## src/rtl/dlb_pkg.sv

```systemverilog
// Package for the dense layer backprop core: item kinds, field widths,
// fixed-point limits. No dependencies.
package dlb_pkg;
    localparam logic [1:0] KIND_WR_WEIGHT = 2'd0;
    localparam logic [1:0] KIND_LD_ACT    = 2'd1;
    localparam logic [1:0] KIND_ERROR     = 2'd2;
    localparam logic [1:0] KIND_RD_WEIGHT = 2'd3;

    localparam logic RES_WEIGHT = 1'b0;
    localparam logic RES_GRAD   = 1'b1;

    localparam logic [1:0] REG_ROWS = 2'd0;
    localparam logic [1:0] REG_COLS = 2'd1;
    localparam logic [1:0] REG_RATE = 2'd2;

    localparam int ACC_W = 40;

    typedef struct packed {
        logic [1:0]         kind;
        logic [5:0]         row_index;
        logic [5:0]         col_index;
        logic signed [15:0] value;
        logic               last_error;
    } t_in_beat;

    typedef struct packed {
        logic               result_kind;
        logic [5:0]         out_index;
        logic signed [15:0] out_value;
        logic               last;
    } t_out_beat;

    // command sent to every cell of the row
    typedef struct packed {
        logic               upd;   // accumulate and update weight
        logic               emit;  // gradient taken, clear accumulator
        logic signed [15:0] err;
        logic signed [15:0] w;
        logic [15:0]        lr;
    } t_cell_cmd;

    function automatic logic signed [15:0] sat16(input logic signed [47:0] v);
        if (v > 48'sd32767) return 16'sh7fff;
        if (v < -48'sd32768) return 16'sh8000;
        return v[15:0];
    endfunction
endpackage

```

## src/rtl/dlb_cell.sv

```systemverilog
// One column cell: holds activation and gradient accumulator, computes the
// weight update over a two-stage pipeline. Depends on dlb_pkg.
module dlb_cell (
    input  logic                   i_clk,
    input  logic                   i_rst_n,
    input  logic                   i_act_we,
    input  logic signed [15:0]     i_act,
    input  dlb_pkg::t_cell_cmd     i_cmd,
    output logic signed [15:0]     o_new_w,
    output logic                   o_upd,
    output logic signed [15:0]     o_grad
);
    import dlb_pkg::*;
    logic signed [15:0] r_act;
    logic signed [ACC_W-1:0] r_acc;
    logic signed [31:0] r_ew, r_ea;
    logic signed [15:0] r_w;
    logic [15:0] r_lr;
    logic r_upd, r_upd2;
    logic signed [47:0] r_d;
    logic signed [15:0] r_w2;
    logic signed [ACC_W:0] n_sum;
    logic signed [ACC_W-1:0] n_acc;
    logic signed [48:0] n_dr;
    logic signed [ACC_W:0] n_gr;

    always_ff @(posedge i_clk) begin
        if (i_act_we) r_act <= i_act;
        r_ew <= i_cmd.err * i_cmd.w;
        r_ea <= i_cmd.err * r_act;
        r_w  <= i_cmd.w;
        r_lr <= i_cmd.lr;
        r_d  <= r_ea * $signed({1'b0, r_lr});
        r_w2 <= r_w;
    end

    always_ff @(posedge i_clk) begin
        if (!i_rst_n) begin
            r_upd <= 1'b0; r_upd2 <= 1'b0;
            r_acc <= '0;
        end else begin
            r_upd <= i_cmd.upd;
            r_upd2 <= r_upd;
            if (i_cmd.emit) r_acc <= '0;
            else if (r_upd) r_acc <= n_acc;
        end
    end

    always_comb begin
        n_sum = {r_acc[ACC_W-1], r_acc} + (ACC_W+1)'(r_ew);
        if (n_sum[ACC_W] != n_sum[ACC_W-1])
            n_acc = n_sum[ACC_W] ? {1'b1, {(ACC_W-1){1'b0}}} : {1'b0, {(ACC_W-1){1'b1}}};
        else
            n_acc = n_sum[ACC_W-1:0];
        n_dr = ($signed({r_d[47], r_d}) + 49'sd134217728) >>> 28;
        n_gr = ($signed({r_acc[ACC_W-1], r_acc}) + (ACC_W+1)'(2048)) >>> 12;
    end

    assign o_new_w = sat16(48'(r_w2) - 48'(n_dr));
    assign o_upd   = r_upd2;
    assign o_grad  = sat16(48'(n_gr));
endmodule

```

## config.mk

```make
export PLATFORM = sky130hd
export DESIGN_NAME = dlb_cell
export DESIGN_NICKNAME = d
export VERILOG_FILES = /design/src/rtl/dlb_pkg.sv /design/src/rtl/dlb_cell.sv
export SDC_FILE = /design/constraint.sdc
export NUM_CORES = 2
export LEC_CHECK = 0
export BUFFER_PORTS_ARGS = -buffer_cell sky130_fd_sc_hd__buf_2
export CAP_MARGIN = 20
export CORE_ASPECT_RATIO = 1.25
export CORE_MARGIN = 2
export CORE_UTILIZATION = 55
export DETAILED_ROUTE_END_ITERATION = 8
export PLACE_DENSITY = 0.78
export SYNTH_ARGS = -nofsm -noshare
export SYNTH_HDL_FRONTEND = slang
export SYNTH_SLANG_ARGS = --single-unit
```

## constraint.sdc

```tcl
create_clock -name i_clk -period 6.65 [get_ports i_clk]
set_clock_uncertainty 0.05 [all_clocks]
set_input_delay 0.3325 -clock i_clk [delete_from_list [all_inputs] [get_ports i_clk]]
set_output_delay 0.3325 -clock i_clk [all_outputs]
set_load 0.01 [all_outputs]
```

==> results.yml <==
worst_setup_path:
  reg2reg_from: "r_act[3]"
  cp.arrival_ns: 6.73
  critPathKind: "register to register"
  critPathMaxFanout: 13
  reg2reg_depth: 22
  cp-start-kind: "register"
  cp_data_required_time_ns: 7.00
  startpoint: "r_act[3]"
  setup.worst_path.end_class: "register"
timing:
  period_minus_slack_ns: 6.38
  finalHoldViolCount: 0
  fin_setup_tns_ns: 0
  fmax_ghz: 0.157
  finalCritPeriodShare: 0.959
  slew_headroom: 0.305
  slew_violations: 0
  worstMarginPinSlew_ns: 1.04
  setup_viol: 0
routing:
  dr.pass1.iters: 6
  ant_nets: 0
  highest_layer: "met5"
  drc: 0
  drt_iter0_drc: 2262
  drt-met1-wl_um: 41300
  wl_met3_um: 7890
  wl_met2_um: 56200
  via_per_inst: 5.50
  routed_wl_um: 113000
  via_count: 34800
  post_drt_wl_per_cell_um: 17.8
yosys:
  synth-edff-count: 16
  synth.avg_cell_area_um2: 9.09
  synth.ff_latch_count: 191
  netlist.area_leader.share: 0.436
  synthesis.nets: 6501
  ys_warn_count: 0
  synth.yosys.seq_area_share: 0.0862
  syn_inst: 5085
  async_flop_share: 0
  ys_types: 91
  synth.cell_area_um2: 46200
  synth_flop_cell: "dfxtp_1"
  synth_area_leaders: "fa_1 (44%), inv_1 (9.6%), ha_1 (9.2%)"
  synth_largest_area_cell: "fa_1"
place:
  gp_congestion: 0.897
  numPortBuffers: 101
  dp_hpwl_um: 89400
finish:
  area_growth_pct: 7.88
  drive_gt1_frac: 0.0751
  fin_nets: 6635
  final_cell_mix: "inv_1 (1186), fa_1 (1007), nand2_1 (625), and2_1 (489), ha_1 (339)"
  fill_cells: 6844
  final_util: 0.600
  final_common_cell: "inv_1"
clock_tree:
  cts_sinks: 191
  cts_root_buffer: "clkbuf_16"
  numCtsBuffers: 17
  clockBufferDepth: 2
  clk_pin_slew_worst_paths_ns: 0.08
  tritoncts: "built"
  h-tree-depth: 4
  clock_latency_ns: 0.54
hold_path:
  holdPathStages: 1
  min_from: "i_cmd[16]"
  hold_path.class: "input pin to register"
grt:
  grt_max_degree: 45
  grt_pass1_vias: 38000
  antenna_found_initial: 7
  grt_pass1_wl_um: 189000
  track_usage: 0.276
  grt_overflow: 0
floorplanning:
  rows: 118
  start_util: 0.556
  dieArea_um2: 86400
  die_x_um: 263
  pin_count: 102
  coreArea_um2: 83100
  die_h_um: 328
status:
  status: "completed"
run:
  drv_cap: 0
## cell families after synthesis
logic type	Yosys count	share of synthesized area
AND/OR/NAND/NOR	1469	0.158
XOR/XNOR	174	0.0331
multiplexers	9	0.00198
flip-flops	191	0.0862
AO/OA/AOI/OAI	509	0.0782
adder cells (fa/ha/maj)	1349	0.529
buffers and inverters	1384	0.114
## Yosys cell counts (all sizes together) (47+ instances only)
master and count:
o21ai 136, ha 339, dfxtp 175, nor3 47, and2 490, nor2 123, inv 1187, clkbuf 179
xor2 50, a21oi 166, nand3 49, fa 1008, nand2 627, xnor2 124
## stage by stage
stage	hold WS, ns	instance area, um2	instances	setup WS [ns]
floorplan	0.260	46200	5085	0.552
global placement	0.262	48700	6221	0.157
detailed placement	0.262	48700	6221	-0.00434
CTS	0.0688	49600	6289	0.109
global route	0.0938	49900	6314	-0.00254
finish	0.106	49900	6316	0.272
## state kept, by name, indices dropped and copies added (netlist names)
signal,flops
o_upd,1
r_acc,40
r_act,16
r_d,21
r_ea,32
r_ew,32
r_lr,16
r_upd,1
r_w,16
r_w2,16
## cell type report
type	count	area, um2	area share
clock inverters	12	121	0.00243
diodes	4	10.0	0.000201
flip-flops and latches	191	3990	0.0800
clock buffers	20	457	0.00916
multi-input cells	3510	37000	0.742
repair buffers	312	2490	0.0499
well taps	1080	1350	0.0271
inverters	1187	4460	0.0894
## timing repair
item,4_1_cts,5_1_grt
buffers inserted,0,22
endpoints found under the setup margin,0,13
resized for setup,0,11
endpoints found under the hold margin,35,0
hold buffers,36,0
## routing by layer
| layer | up-vias | track usage |
|---|---|---|
| met3 | 390 | 0.0475 |
| met2 | 1348 | 0.478 |
| met5 | - | 0 |
| li1 | 15500 | - |
| met4 | 4 | 0.155 |
| met1 | 17500 | 0.327 |
## final timing paths
| path | to | slack [ns] |
|---|---|---|
| setup reg to reg | r_ea[31] | 0.27 |
| setup / recovery | r_ea[31] | 0.27 |
| hold / removal | r_w[0] | 0.11 |
| hold reg to reg | r_w2[15] | 0.27 |
## critical path: stages, from the launching register on
cell and delay [ns]:
edfxtp_1 0.52, buf_4 0.24, and2_1 0.18, fa_1 0.48, inv_1 0.06, fa_1 0.52
inv_1 0.06, fa_1 0.52, inv_1 0.06, fa_1 0.55, fa_1 0.42, fa_1 0.49
inv_1 0.04, ha_1 0.34, inv_1 0.10, o21bai_1 0.08, a21o_1 0.18, a21oi_1 0.17
o21ai_0 0.11, a21oi_1 0.39, o211ai_1 0.18, a2111oi_0 0.43, a211oi_1 0.09
Power is left out: the tool's default activity adds up to more than one toggle a clock period on the data nets, which glitch-free logic cannot reach.
